`src/rtl/mf3_pkg.sv`:
```
// Shared types, register codes and compare helpers for the 3x3 median filter.
`timescale 1ns / 1ps
package mf3_pkg;

	typedef logic [7:0] pix_t;

	typedef struct packed {
		pix_t upper;
		pix_t lower;
	} line_word_t;

	typedef enum logic [1:0] {
		REG_IMAGE_WIDTH   = 2'd0,
		REG_IMAGE_HEIGHT  = 2'd1,
		REG_CHANNEL_COUNT = 2'd2
	} cfg_reg_t;

	localparam logic CMD_SAMPLE = 1'b0;
	localparam logic CMD_DRAIN  = 1'b1;

	function automatic pix_t pix_min(input pix_t a, input pix_t b);
		return (a < b) ? a : b;
	endfunction

	function automatic pix_t pix_max(input pix_t a, input pix_t b);
		return (a > b) ? a : b;
	endfunction

endpackage

```
`src/rtl/mf3_median9.sv`:
```
// Partial sorting network that picks the median of nine samples.
`timescale 1ns / 1ps
module mf3_median9 import mf3_pkg::*; (
	input  pix_t win [9],
	output pix_t med
);

	always_comb begin
		pix_t t [9];
		t = win;
		{t[1], t[2]} = {pix_min(t[1], t[2]), pix_max(t[1], t[2])};
		{t[4], t[5]} = {pix_min(t[4], t[5]), pix_max(t[4], t[5])};
		{t[7], t[8]} = {pix_min(t[7], t[8]), pix_max(t[7], t[8])};
		{t[0], t[1]} = {pix_min(t[0], t[1]), pix_max(t[0], t[1])};
		{t[3], t[4]} = {pix_min(t[3], t[4]), pix_max(t[3], t[4])};
		{t[6], t[7]} = {pix_min(t[6], t[7]), pix_max(t[6], t[7])};
		{t[1], t[2]} = {pix_min(t[1], t[2]), pix_max(t[1], t[2])};
		{t[4], t[5]} = {pix_min(t[4], t[5]), pix_max(t[4], t[5])};
		{t[7], t[8]} = {pix_min(t[7], t[8]), pix_max(t[7], t[8])};
		t[3] = pix_max(t[0], t[3]);
		t[5] = pix_min(t[5], t[8]);
		{t[4], t[7]} = {pix_min(t[4], t[7]), pix_max(t[4], t[7])};
		t[6] = pix_max(t[3], t[6]);
		t[4] = pix_max(t[1], t[4]);
		t[2] = pix_min(t[2], t[5]);
		t[4] = pix_min(t[4], t[7]);
		{t[4], t[2]} = {pix_min(t[4], t[2]), pix_max(t[4], t[2])};
		t[4] = pix_max(t[6], t[4]);
		med  = pix_min(t[4], t[2]);
	end

endmodule
```
`config.mk`:
```
export PLATFORM = sky130hd
export DESIGN_NAME = mf3_median9
export DESIGN_NICKNAME = d
export VERILOG_FILES = /design/src/rtl/mf3_pkg.sv /design/src/rtl/mf3_median9.sv
export SDC_FILE = /design/constraint.sdc
export NUM_CORES = 1
export LEC_CHECK = 0
export ABC_AREA = 1
export BUFFER_PORTS_ARGS = -buffer_cell sky130_fd_sc_hd__buf_2
export CORE_ASPECT_RATIO = 0.6
export CORE_UTILIZATION = 56
export DETAILED_ROUTE_END_ITERATION = 8
export GPL_ROUTABILITY_DRIVEN = 0
export PLACE_DENSITY = 0.82
export SYNTH_ARGS = -nofsm -noshare
export SYNTH_HDL_FRONTEND = slang
export SYNTH_SLANG_ARGS = --single-unit
```
`constraint.sdc`:
```
create_clock -name vclk -period 12.1
set_input_delay 0.605 -clock vclk [all_inputs]
set_output_delay 0.605 -clock vclk [all_outputs]
set_load 0.03 [all_outputs]
```
==> flow_summary.rst, run 1 <==
.. list-table::
   :header-rows: 1

   * - Metric
     - Value
   * - Outcome
     - complete, but fails checks
   * - Violations in the final reports
     - design-rule violations, negative setup slack
   * - Final core occ
     - between 80% and 90%
   * - Count of vias placed by the detailed router
     - between 8000 and 9000
   * - Largest net degree at the start of global routing
     - 19
   * - Detailed Route WL
     - between 20000 and 30000 um
   * - Average detailed-routed wire length per instance
     - 18.9 um
   * - Dominant combinational cell family by area after synthesis
     - simple AND/OR/NAND/NOR gates
   * - Final Slew Violations
     - 0
   * - Number of clock buffers in the layout
     - 0
   * - Worst-Margin Slew
     - 1010 ps
   * - Syn-to-layout area delta
     - 46.0%
   * - Vias in the first global route
     - about 6500
   * - DIE HEIGHT
     - roughly 83 um
   * - Number of warning messages in the yosys log
     - 0
   * - Multiplexer area fraction after synthesis
     - 0%
   * - Worst path max stage delay
     - 360 ps
   * - Synthesized Nets
     - 1311
   * - Number of filler instances in the final layout
     - 628
   * - Final Hold Slack
     - 2270 ps
   * - Total negative slack for setup checks
     - -1870 ps
   * - Critical-path maximum fanout
     - 8
   * - Number of unique standard cell types used by synthesis
     - 35
   * - Average cell area after synthesis
     - 5.66 sq um
   * - Final count of negative-setup-slack endpoints
     - 8
   * - Post-synthesis cell area
     - 6180 sq um
   * - Area taken by flip-flops and latches
     - 0 sq um
   * - Global-route usage over all layers
     - a little under a third
   * - Worst setup path class
     - input pin to primary output
   * - Overall overflow remaining after global route
     - 0
   * - Post-Place Cell Area
     - approximately 7200 sq um
   * - Drc violations
     - 20
   * - Number of iterations in the first detailed-routing pass
     - 9
   * - Chip Width
     - 138 um
   * - Final hold violations
     - 0
   * - IO Count
     - 80
   * - Diode insertion count for antenna repair
     - 0
   * - Arithmetic-cell share of the synthesized area counting full adders, half adders and majority gates
     - 29.5%
   * - Count of routing violations after the opening detailed-route iteration
     - 1186
   * - Max-cap viol count
     - 0
   * - # port buffers
     - 80
   * - Number of antenna violations at the first check in global routing
     - 0
   * - Total half-perimeter wirelength after legalization and detailed placement
     - between 15000 and 20000 um
   * - Floorplan die area
     - 11500 sq um
   * - Total non-filler cell area in the finished layout
     - 9020 sq um
   * - Final worst-path setup slack
     - -247 ps
   * - Worst setup EP type
     - primary output
   * - Slowest stage cell on the critical path
     - sky130_fd_sc_hd__a211oi_2
   * - Initial standard-cell utilization of the core
     - between 50 and 60%
   * - Type of origin of the critical path
     - input pin
   * - Data required, critical path
     - 11490 ps
   * - Most numerous cell on the critical path
     - sky130_fd_sc_hd__nand2_2
   * - Share of cells above drive strength 1
     - 37.6%
   * - Net total in the final layout
     - between 1000 and 1500
   * - Via density per instance
     - 6.34
   * - Hold buffer count at CTS
     - 0
   * - Compound-cell area share of the yosys netlist
     - 27.4%
   * - Tightest slew margin relative to the limit
     - 31.7%
   * - Number of sequential storage elements
     - 0
   * - Number of instances in the synthesized netlist
     - between 1000 and 1500
   * - Tcrit/Tclk final
     - 102%
   * - Placement Rows
     - 29
   * - Arrival time at the worst endpoint
     - 11740 ps
   * - Portion of the post-synthesis area used by sequential elements
     - 0%
   * - Number of routed nets with antenna violations
     - 0
   * - Post-layout min period
     - 12350 ps
   * - Share of synthesized cell area in and, or, nand and nor gates
     - between 30% and 40%
   * - Path category of the worst min-delay check
     - input pin to primary output
   * - Xor-xnor portion of the synthesized cell area
     - 0%
   * - Std-Cell Core Area
     - 10700 sq um
   * - Wire length of the first global-routing pass
     - 29800 um
   * - Fmax
     - 0.0810 GHz
-- worst paths after layout --
check | cells past startpoint | startpoint | to | slack (ps)
min | 8 | win[20] | med[4] | 2270
max | 77 | win[38] | med[0] | -250
-- final cells by class --
class | instances | area, sq um | share of cell area, %
repair inverters | 2 | 15.0 | 0.166
repair buffers | 193 | 1380 | 15.3
inverters | 137 | 532 | 5.89
well taps | 139 | 174 | 1.93
multi-input cells | 937 | 6920 | 76.7
-- timing repair --
action,in CTS,in global routing
pin swaps,2,93
setup endpoints to repair,8,8
buffers inserted,2,45
gates cloned,2,10
gates resized for setup,17,343
-- synthesized netlist by cell type, drive strengths merged (2+ instances only) --
cell type,count,share of area (%)
nand4,11,1.2
nand2,364,24
nor2,53,3.5
a211oi,8,1.1
o21a,7,0.87
a21oi,76,6.3
o21ai,207,18
a21o,4,0.51
or2,2,0.20
ha,146,30
o31ai,2,0.24
o221ai,2,0.57
inv,137,8.3
clkbuf,28,1.7
nand3,41,3.6
-- cells by family (layout without fill, tap and decap cells) --
logic type / count (synthesis) / count (layout)
AND/OR/NAND/NOR: 473 / 481
AO/OA/AOI/OAI: 308 / 310
buffers and inverters: 166 / 332
adder cells (fa/ha/maj): 146 / 146
-- metal layers --
| metal | GRT usage (%) | up-vias | wire length (um) |
|---|---|---|---|
| met1 | 47.5 | 3944 | 10600 |
| met5 | 0 | - | 0 |
| li1 | - | 4067 | - |
| met3 | 8.06 | 205 | 3530 |
| met4 | 2.60 | 0 | 1610 |
| met2 | 45.8 | 709 | 10800 |
-- placed cells by master, fill, tap and decap left out, drive strengths merged --
| master | n |
|---|---|
| a21oi | 77 |
| nor2 | 53 |
| clkinvlp | 4 |
| o2111ai | 1 |
| a21o | 4 |
| o211ai | 1 |
| or2 | 2 |
| buf | 193 |
| nor4 | 1 |
| o21ai | 207 |
| and2 | 1 |
| nand2 | 372 |
| o31ai | 2 |
| nand3 | 41 |
| o221ai | 3 |
| inv | 135 |
| a211oi | 8 |
| o21a | 7 |
| nand4 | 11 |
| ha | 146 |
-- metrics by stage --
step	setup slack, ps	cells
final	-247	1408
after global routing	-655	1408
after CTS	11.0	1353
after detailed placement	-337	1349
after global placement	-22.8	1349
after floorplan	9.51	1093
-- worst max-delay path: cells and delay by family --
family,cells,cell delay (ps)
AO/OA/AOI/OAI,22,3650
buffers and inverters,15,2090
AND/OR/NAND/NOR,31,2810
adder cells (fa/ha/maj),9,2540
Power of run 1 is left out: the tool's default activity adds up to more than one toggle a clock period on the data nets, which glitch-free logic cannot reach.
==> inputs of run 2 (changes only) <==
--- a/config.mk
+++ b/config.mk
@@ -6,12 +6,12 @@
 export NUM_CORES = 1
 export LEC_CHECK = 0
 export ABC_AREA = 1
-export BUFFER_PORTS_ARGS = -buffer_cell sky130_fd_sc_hd__buf_2
+export BUFFER_PORTS_ARGS = -buffer_cell sky130_fd_sc_hd__buf_4
 export CORE_ASPECT_RATIO = 0.6
-export CORE_UTILIZATION = 56
+export CORE_UTILIZATION = 25
 export DETAILED_ROUTE_END_ITERATION = 8
 export GPL_ROUTABILITY_DRIVEN = 0
-export PLACE_DENSITY = 0.82
+export PLACE_DENSITY = 0.43
 export SYNTH_ARGS = -nofsm -noshare
 export SYNTH_HDL_FRONTEND = slang
 export SYNTH_SLANG_ARGS = --single-unit
==> run 2 against run 1 <==
Worst hold slack improved by 71 ps. Sequential share of layout area unchanged. Final area increased by 8.8%. Via count decreased by 13%. Worst setup slack improved by 690 ps. Critical path depth increased by 3. The run now ends clean. Cell count increased by 18%. Fmax increased by 5.9%.
==> flow_summary.rst, run 2 (synthesized netlist as in run 1, its figures left out) <==
.. list-table::
   :header-rows: 1

   * - Metric
     - Value
   * - Outcome
     - finished clean (was complete, but fails checks)
   * - Leading cell types in the layout, fill and taps excluded
     - 297 x sky130_fd_sc_hd__nand2_1, 240 x sky130_fd_sc_hd__buf_4, 129 x sky130_fd_sc_hd__o21ai_0, 113 x sky130_fd_sc_hd__ha_1, 109 x sky130_fd_sc_hd__inv_1 (was 285 x sky130_fd_sc_hd__nand2_1, 128 x sky130_fd_sc_hd__o21ai_0, 115 x sky130_fd_sc_hd__ha_1, 105 x sky130_fd_sc_hd__inv_1, 102 x sky130_fd_sc_hd__buf_4)
   * - Number of filler instances in the final layout
     - 2620 (was 628)
   * - Global-route usage over all layers
     - 17.4% (was 31.6%)
   * - Share of cells above drive strength 1
     - 38.6% (was 37.6%)
   * - Diode insertion count for antenna repair
     - 0 (unchanged)
   * - Most common library cell in the layout ignoring fill and taps
     - sky130_fd_sc_hd__nand2_1 (unchanged)
   * - Largest net degree at the start of global routing
     - 19 (unchanged)
   * - Final hold violations
     - 0 (unchanged)
   * - Final Slew Violations
     - 0 (unchanged)
   * - Worst setup path class
     - input pin to primary output (unchanged)
   * - Length of routed met3 wiring
     - 596 um (was 3530 um)
   * - Critical path's top delay family
     - compound AO/OA/AOI/OAI gates (unchanged)
   * - Number of routed nets with antenna violations
     - 0 (unchanged)
   * - Number of buffer and inverter stages on the critical path
     - 17 (was 15)
   * - Average detailed-routed wire length per instance
     - 14.1 um (was 18.9 um)
   * - Min-delay src
     - win[20] (unchanged)
   * - # port buffers
     - 80 (unchanged)
   * - Fmax
     - 0.0858 GHz (was 0.0810 GHz)
   * - Number of clock buffers in the layout
     - 0 (unchanged)
   * - DP Cell Count
     - 1626 (was 1349)
   * - Number of iterations in the first detailed-routing pass
     - 4 (was 9)
   * - Worst Hold Endpoint
     - med[4] (unchanged)
   * - Number of standard cells in the layout, taps in and fillers out
     - 1659 (was 1408)
   * - Uppermost metal layer occupied by signal nets
     - met4 (unchanged)
   * - Count of routing violations after the opening detailed-route iteration
     - 478 (was 1186)
   * - DIE HEIGHT
     - 124 um (was 83.4 um)
   * - Placement Rows
     - 44 (was 29)
   * - Overall overflow remaining after global route
     - 0 (unchanged)
   * - Vias in the first global route
     - 6754 (was 6538)
   * - Number of antenna violations at the first check in global routing
     - 0 (unchanged)
   * - Final count of negative-setup-slack endpoints
     - 0 (was 8)
   * - Wire length on met2
     - 9080 um (was 10800 um)
   * - Final core occ
     - 40.5% (was 84.6%)
   * - Worst-Margin Slew
     - 962 ps (was 1010 ps)
   * - Wire length of the first global-routing pass
     - 35300 um (was 29800 um)
   * - Critical-path maximum fanout
     - 9 (was 8)
   * - Data required, critical path
     - 11490 ps (about the same)
   * - Path category of the worst min-delay check
     - input pin to primary output (unchanged)
   * - Net total in the final layout
     - 1557 (was 1489)
   * - Initial standard-cell utilization of the core
     - 25.5% (was 58.0%)
   * - IO Count
     - 80 (unchanged)
   * - Detailed Route WL
     - 23400 um (was 26600 um)
   * - Type of origin of the critical path
     - input pin (unchanged)
   * - Most numerous cell on the critical path
     - sky130_fd_sc_hd__nand2_1 (was sky130_fd_sc_hd__nand2_2)
   * - Arrival time at the worst endpoint
     - 11050 ps (was 11740 ps)
   * - Slowest stage cell on the critical path
     - sky130_fd_sc_hd__a211oi_2 (unchanged)
   * - Tightest slew margin relative to the limit
     - 35.8% (was 31.7%)
   * - Number of sequential storage elements
     - 0 (unchanged)
   * - Chip Width
     - 205 um (was 138 um)
   * - Syn-to-layout area delta
     - 58.9% (was 46.0%)
   * - Total half-perimeter wirelength after legalization and detailed placement
     - 19600 um (was 15600 um)
   * - Via density per instance
     - 4.68 (was 6.34)
   * - Worst setup EP type
     - primary output (unchanged)
   * - Std-Cell Core Area
     - 24200 sq um (was 10700 sq um)
   * - Area taken by flip-flops and latches
     - 0 sq um (unchanged)
   * - Instance count along the most critical hold path
     - 9 (was 8)
   * - Max-cap viol count
     - 0 (unchanged)
   * - Met1 routed wirelength after detailed routing
     - 13600 um (was 10600 um)
   * - Count of vias placed by the detailed router
     - 7757 (was 8925)
   * - Hold buffer count at CTS
     - 0 (unchanged)
   * - Tcrit/Tclk final
     - 96.4% (was 102%)
   * - Drc violations
     - 0 (was 20)
   * - Floorplan die area
     - 25400 sq um (was 11500 sq um)
   * - Worst path max stage delay
     - 330 ps (was 360 ps)
   * - Post-layout min period
     - 11660 ps (was 12350 ps)
==> run 2: tightest hold or removal path: stages <==
cell	delay (ps)
sky130_fd_sc_hd__buf_4	90
sky130_fd_sc_hd__o21ai_0	140
sky130_fd_sc_hd__o21ai_0	310
sky130_fd_sc_hd__nand2_1	70
sky130_fd_sc_hd__o21ai_1	120
sky130_fd_sc_hd__buf_4	130
sky130_fd_sc_hd__nand3_1	70
sky130_fd_sc_hd__nand2_1	80
sky130_fd_sc_hd__buf_6	120
==> run 2: stage by stage <==
| stage | setup TNS (ps) | cell area (sq um) | hold WS [ps] | worst slack, ps |
|---|---|---|---|---|
| floorplan | 0 | 6210 | 1880 | 9.51 |
| global placement | -558 | 8330 | 2380 | -77.4 |
| detailed placement | -1880 | 8330 | 2390 | -266 |
| CTS | 0 | 8410 | 2370 | 25.4 |
| global route | -1380 | 9820 | 2430 | -184 |
| finish | 0 | 9820 | 2340 | 441 |
==> run 2: cell type report <==
cell class	instances	area (sq um)	area share [%]
multi-input combinational	934	6740	68.6
tap	322	403	4.10
inverter	137	527	5.36
timing repair buffer	264	2130	21.7
timing repair inverter	2	15.0	0.153
==> run 2: worst max-delay path by stage <==
stage,start,to,slack [ps],cells past startpoint
2_1_floorplan,win[7],med[2],10,74
5_1_grt,win[1],med[0],-180,80
6_report,win[29],med[2],440,80
4_1_cts,win[31],med[2],30,82
3_5_place_dp,win[31],med[2],-270,73
3_3_place_gp,win[31],med[3],-80,72
==> run 2: what timing repair did <==
item                       CTS  global route
setup buffers                2            21
pin swaps                    5            89
gates resized for setup     21           268
gates cloned                 3             8
setup endpoints to repair    8             8
==> run 2: routing by layer <==
| metal | vias to the layer above | GRT usage, % |
|---|---|---|
| met5 | - | 0 |
| li1 | 4183 | - |
| met2 | 101 | 23.9 |
| met3 | 8 | 0.105 |
| met1 | 3465 | 29.9 |
| met4 | 0 | 0.741 |
Power of run 2 is left out for the same reason.
==> inputs of run 3 (changes only) <==
--- a/config.mk
+++ b/config.mk
@@ -8,10 +8,10 @@
 export ABC_AREA = 1
 export BUFFER_PORTS_ARGS = -buffer_cell sky130_fd_sc_hd__buf_4
 export CORE_ASPECT_RATIO = 0.6
-export CORE_UTILIZATION = 25
+export CORE_UTILIZATION = 40
 export DETAILED_ROUTE_END_ITERATION = 8
 export GPL_ROUTABILITY_DRIVEN = 0
-export PLACE_DENSITY = 0.43
+export PLACE_DENSITY = 0.62
 export SYNTH_ARGS = -nofsm -noshare
 export SYNTH_HDL_FRONTEND = slang
 export SYNTH_SLANG_ARGS = --single-unit
==> run 3 against run 2 <==
Via count rose by 1.9%. Wire length shrank 5.0%. Die area decreased by 37%. First-iteration DRC count grew 11%. Fmax is 1.6% lower.
==> flow_summary.rst, run 3 (synthesized netlist as in run 1, its figures left out) <==
.. list-table::
   :header-rows: 1

   * - Metric
     - Value
   * - Critical path's top delay family
     - compound AO/OA/AOI/OAI gates (unchanged)
   * - Final hold violations
     - 0 (unchanged)
   * - Count of routing violations after the opening detailed-route iteration
     - 531 (was 478)
   * - Syn-to-layout area delta
     - 51.0% (was 58.9%)
   * - Hold buffer count at CTS
     - 0 (unchanged)
   * - Total negative slack for setup checks
     - 0 ps (unchanged)
   * - Most common library cell in the layout ignoring fill and taps
     - sky130_fd_sc_hd__nand2_1 (unchanged)
   * - Worst path max stage delay
     - 330 ps (about the same)
   * - Average detailed-routed wire length per instance
     - 14.8 um (was 14.1 um)
   * - Global-route usage over all layers
     - 24.2% (was 17.4%)
   * - Worst-Margin Slew
     - 947 ps (was 962 ps)
   * - Overall overflow remaining after global route
     - 0 (unchanged)
   * - Placement Rows
     - 34 (was 44)
   * - Post-layout min period
     - 11850 ps (was 11660 ps)
   * - Number of filler instances in the final layout
     - 1348 (was 2620)
   * - Initial standard-cell utilization of the core
     - 41.8% (was 25.5%)
   * - Wire length of the first global-routing pass
     - 31800 um (was 35300 um)
   * - IO Count
     - 80 (unchanged)
   * - Most used routing layer in global routing
     - met1 (unchanged)
   * - Worst setup path class
     - input pin to primary output (unchanged)
   * - Net total in the final layout
     - 1523 (was 1557)
   * - Area occupied by multi-input gates
     - 6660 sq um (was 6740 sq um)
   * - Diode insertion count for antenna repair
     - 0 (unchanged)
   * - Slowest stage cell on the critical path
     - sky130_fd_sc_hd__a21oi_2 (was sky130_fd_sc_hd__a211oi_2)
   * - Outcome
     - finished clean (unchanged)
   * - Tcrit/Tclk final
     - 97.9% (was 96.4%)
   * - Area taken by flip-flops and latches
     - 0 sq um (unchanged)
   * - Number of antenna violations at the first check in global routing
     - 0 (unchanged)
   * - Critical-path maximum fanout
     - 8 (was 9)
   * - Path category of the worst min-delay check
     - input pin to primary output (unchanged)
   * - Number of clock buffers in the layout
     - 0 (unchanged)
   * - Detailed Route WL
     - 22200 um (was 23400 um)
   * - Number of iterations in the first detailed-routing pass
     - 6 (was 4)
   * - Via density per instance
     - 5.27 (was 4.68)
   * - DIE HEIGHT
     - 98.3 um (was 124 um)
   * - DP Cell Count
     - 1437 (was 1626)
   * - Final core occ
     - 63.0% (was 40.5%)
   * - # port buffers
     - 80 (unchanged)
   * - Global routing usage on met2
     - 33.1% (was 23.9%)
   * - Drc violations
     - 0 (unchanged)
   * - Share of cells above drive strength 1
     - 36.9% (was 38.6%)
   * - Final Hold Slack
     - 2260 ps (was 2340 ps)
   * - Final count of negative-setup-slack endpoints
     - 0 (unchanged)
   * - Fmax
     - 0.0844 GHz (was 0.0858 GHz)
   * - Count of vias placed by the detailed router
     - 7903 (was 7757)
   * - Std-Cell Core Area
     - 14800 sq um (was 24200 sq um)
   * - Data required, critical path
     - 11490 ps (about the same)
   * - Number of standard cells in the layout, taps in and fillers out
     - 1501 (was 1659)
   * - Max-cap viol count
     - 0 (unchanged)
   * - Vias in the first global route
     - 6436 (was 6754)
   * - Number of routed nets with antenna violations
     - 0 (unchanged)
   * - Number of buffer and inverter stages on the critical path
     - 15 (was 17)
   * - Most numerous cell on the critical path
     - sky130_fd_sc_hd__ha_1 (was sky130_fd_sc_hd__nand2_1)
   * - Worst setup EP type
     - primary output (unchanged)
   * - Met3 Track Usage GR
     - 3.61% (was 0.105%)
   * - Largest net degree at the start of global routing
     - 19 (unchanged)
   * - Total half-perimeter wirelength after legalization and detailed placement
     - 17000 um (was 19600 um)
   * - Met1 Resource Use GR
     - 39.5% (was 29.9%)
   * - Arrival time at the worst endpoint
     - 11240 ps (was 11050 ps)
   * - Number of sequential storage elements
     - 0 (unchanged)
   * - Final Slew Violations
     - 0 (unchanged)
   * - Floorplan die area
     - 16000 sq um (was 25400 sq um)
   * - Chip Width
     - 162 um (was 205 um)
   * - Tightest slew margin relative to the limit
     - 36.2% (was 35.8%)
   * - Type of origin of the critical path
     - input pin (unchanged)
   * - Leading cell types in the layout, fill and taps excluded
     - 300 x sky130_fd_sc_hd__nand2_1, 203 x sky130_fd_sc_hd__buf_4, 130 x sky130_fd_sc_hd__o21ai_0, 119 x sky130_fd_sc_hd__ha_1, 105 x sky130_fd_sc_hd__inv_1 (was 297 x sky130_fd_sc_hd__nand2_1, 240 x sky130_fd_sc_hd__buf_4, 129 x sky130_fd_sc_hd__o21ai_0, 113 x sky130_fd_sc_hd__ha_1, 109 x sky130_fd_sc_hd__inv_1)
-- run 3: changes by cell type in the layout (fill, tap and decap cells not counted), sizes merged --
cell,change
clkinvlp,-2
nand2,+3
buf,-36
inv,+1
-- run 3: stage by stage --
stage                     worst slack (ps)  cell area (sq um)
after floorplan                       9.51               6210
after global placement               -8.39               7660
after detailed placement              -182               7660
after CTS                            0.724               7720
after global routing                  -289               9330
final                                  255               9330
-- run 3: path summary, 6_finish.rpt --
check / from / endpoint / slack (ps) / cells past startpoint
setup / recovery: win[5] / med[1] / 250 / 74
hold / removal: win[16] / med[0] / 2260 / 10
-- run 3: worst min-delay path, delay by kind of cell --
kind | cells | cell delay [ps]
buf+inv | 4 | 310
simple gates | 4 | 330
compound gates | 2 | 410
-- run 3: timing repair --
item / in CTS / in global routing
setup endpoints to repair: 8 / 8
pin swaps: 1 / 101
buffers inserted: 0 / 51
resized for setup: 13 / 279
cloned: 1 / 13
-- run 3: layout make-up --
cell class	count	area share, %
repair inverters	1	0.0804
multi-input cells	937	71.4
well taps	198	2.65
inverters	137	5.76
repair buffers	228	20.1
-- run 3: layer usage --
| metal | part of all wire [%] | up-vias |
|---|---|---|
| met5 | 0 | - |
| met4 | 0.82 | 0 |
| met3 | 8.4 | 14 |
| met2 | 40 | 270 |
| met1 | 51 | 3494 |
| li1 | - | 4125 |
Power of run 3 is left out for the same reason.
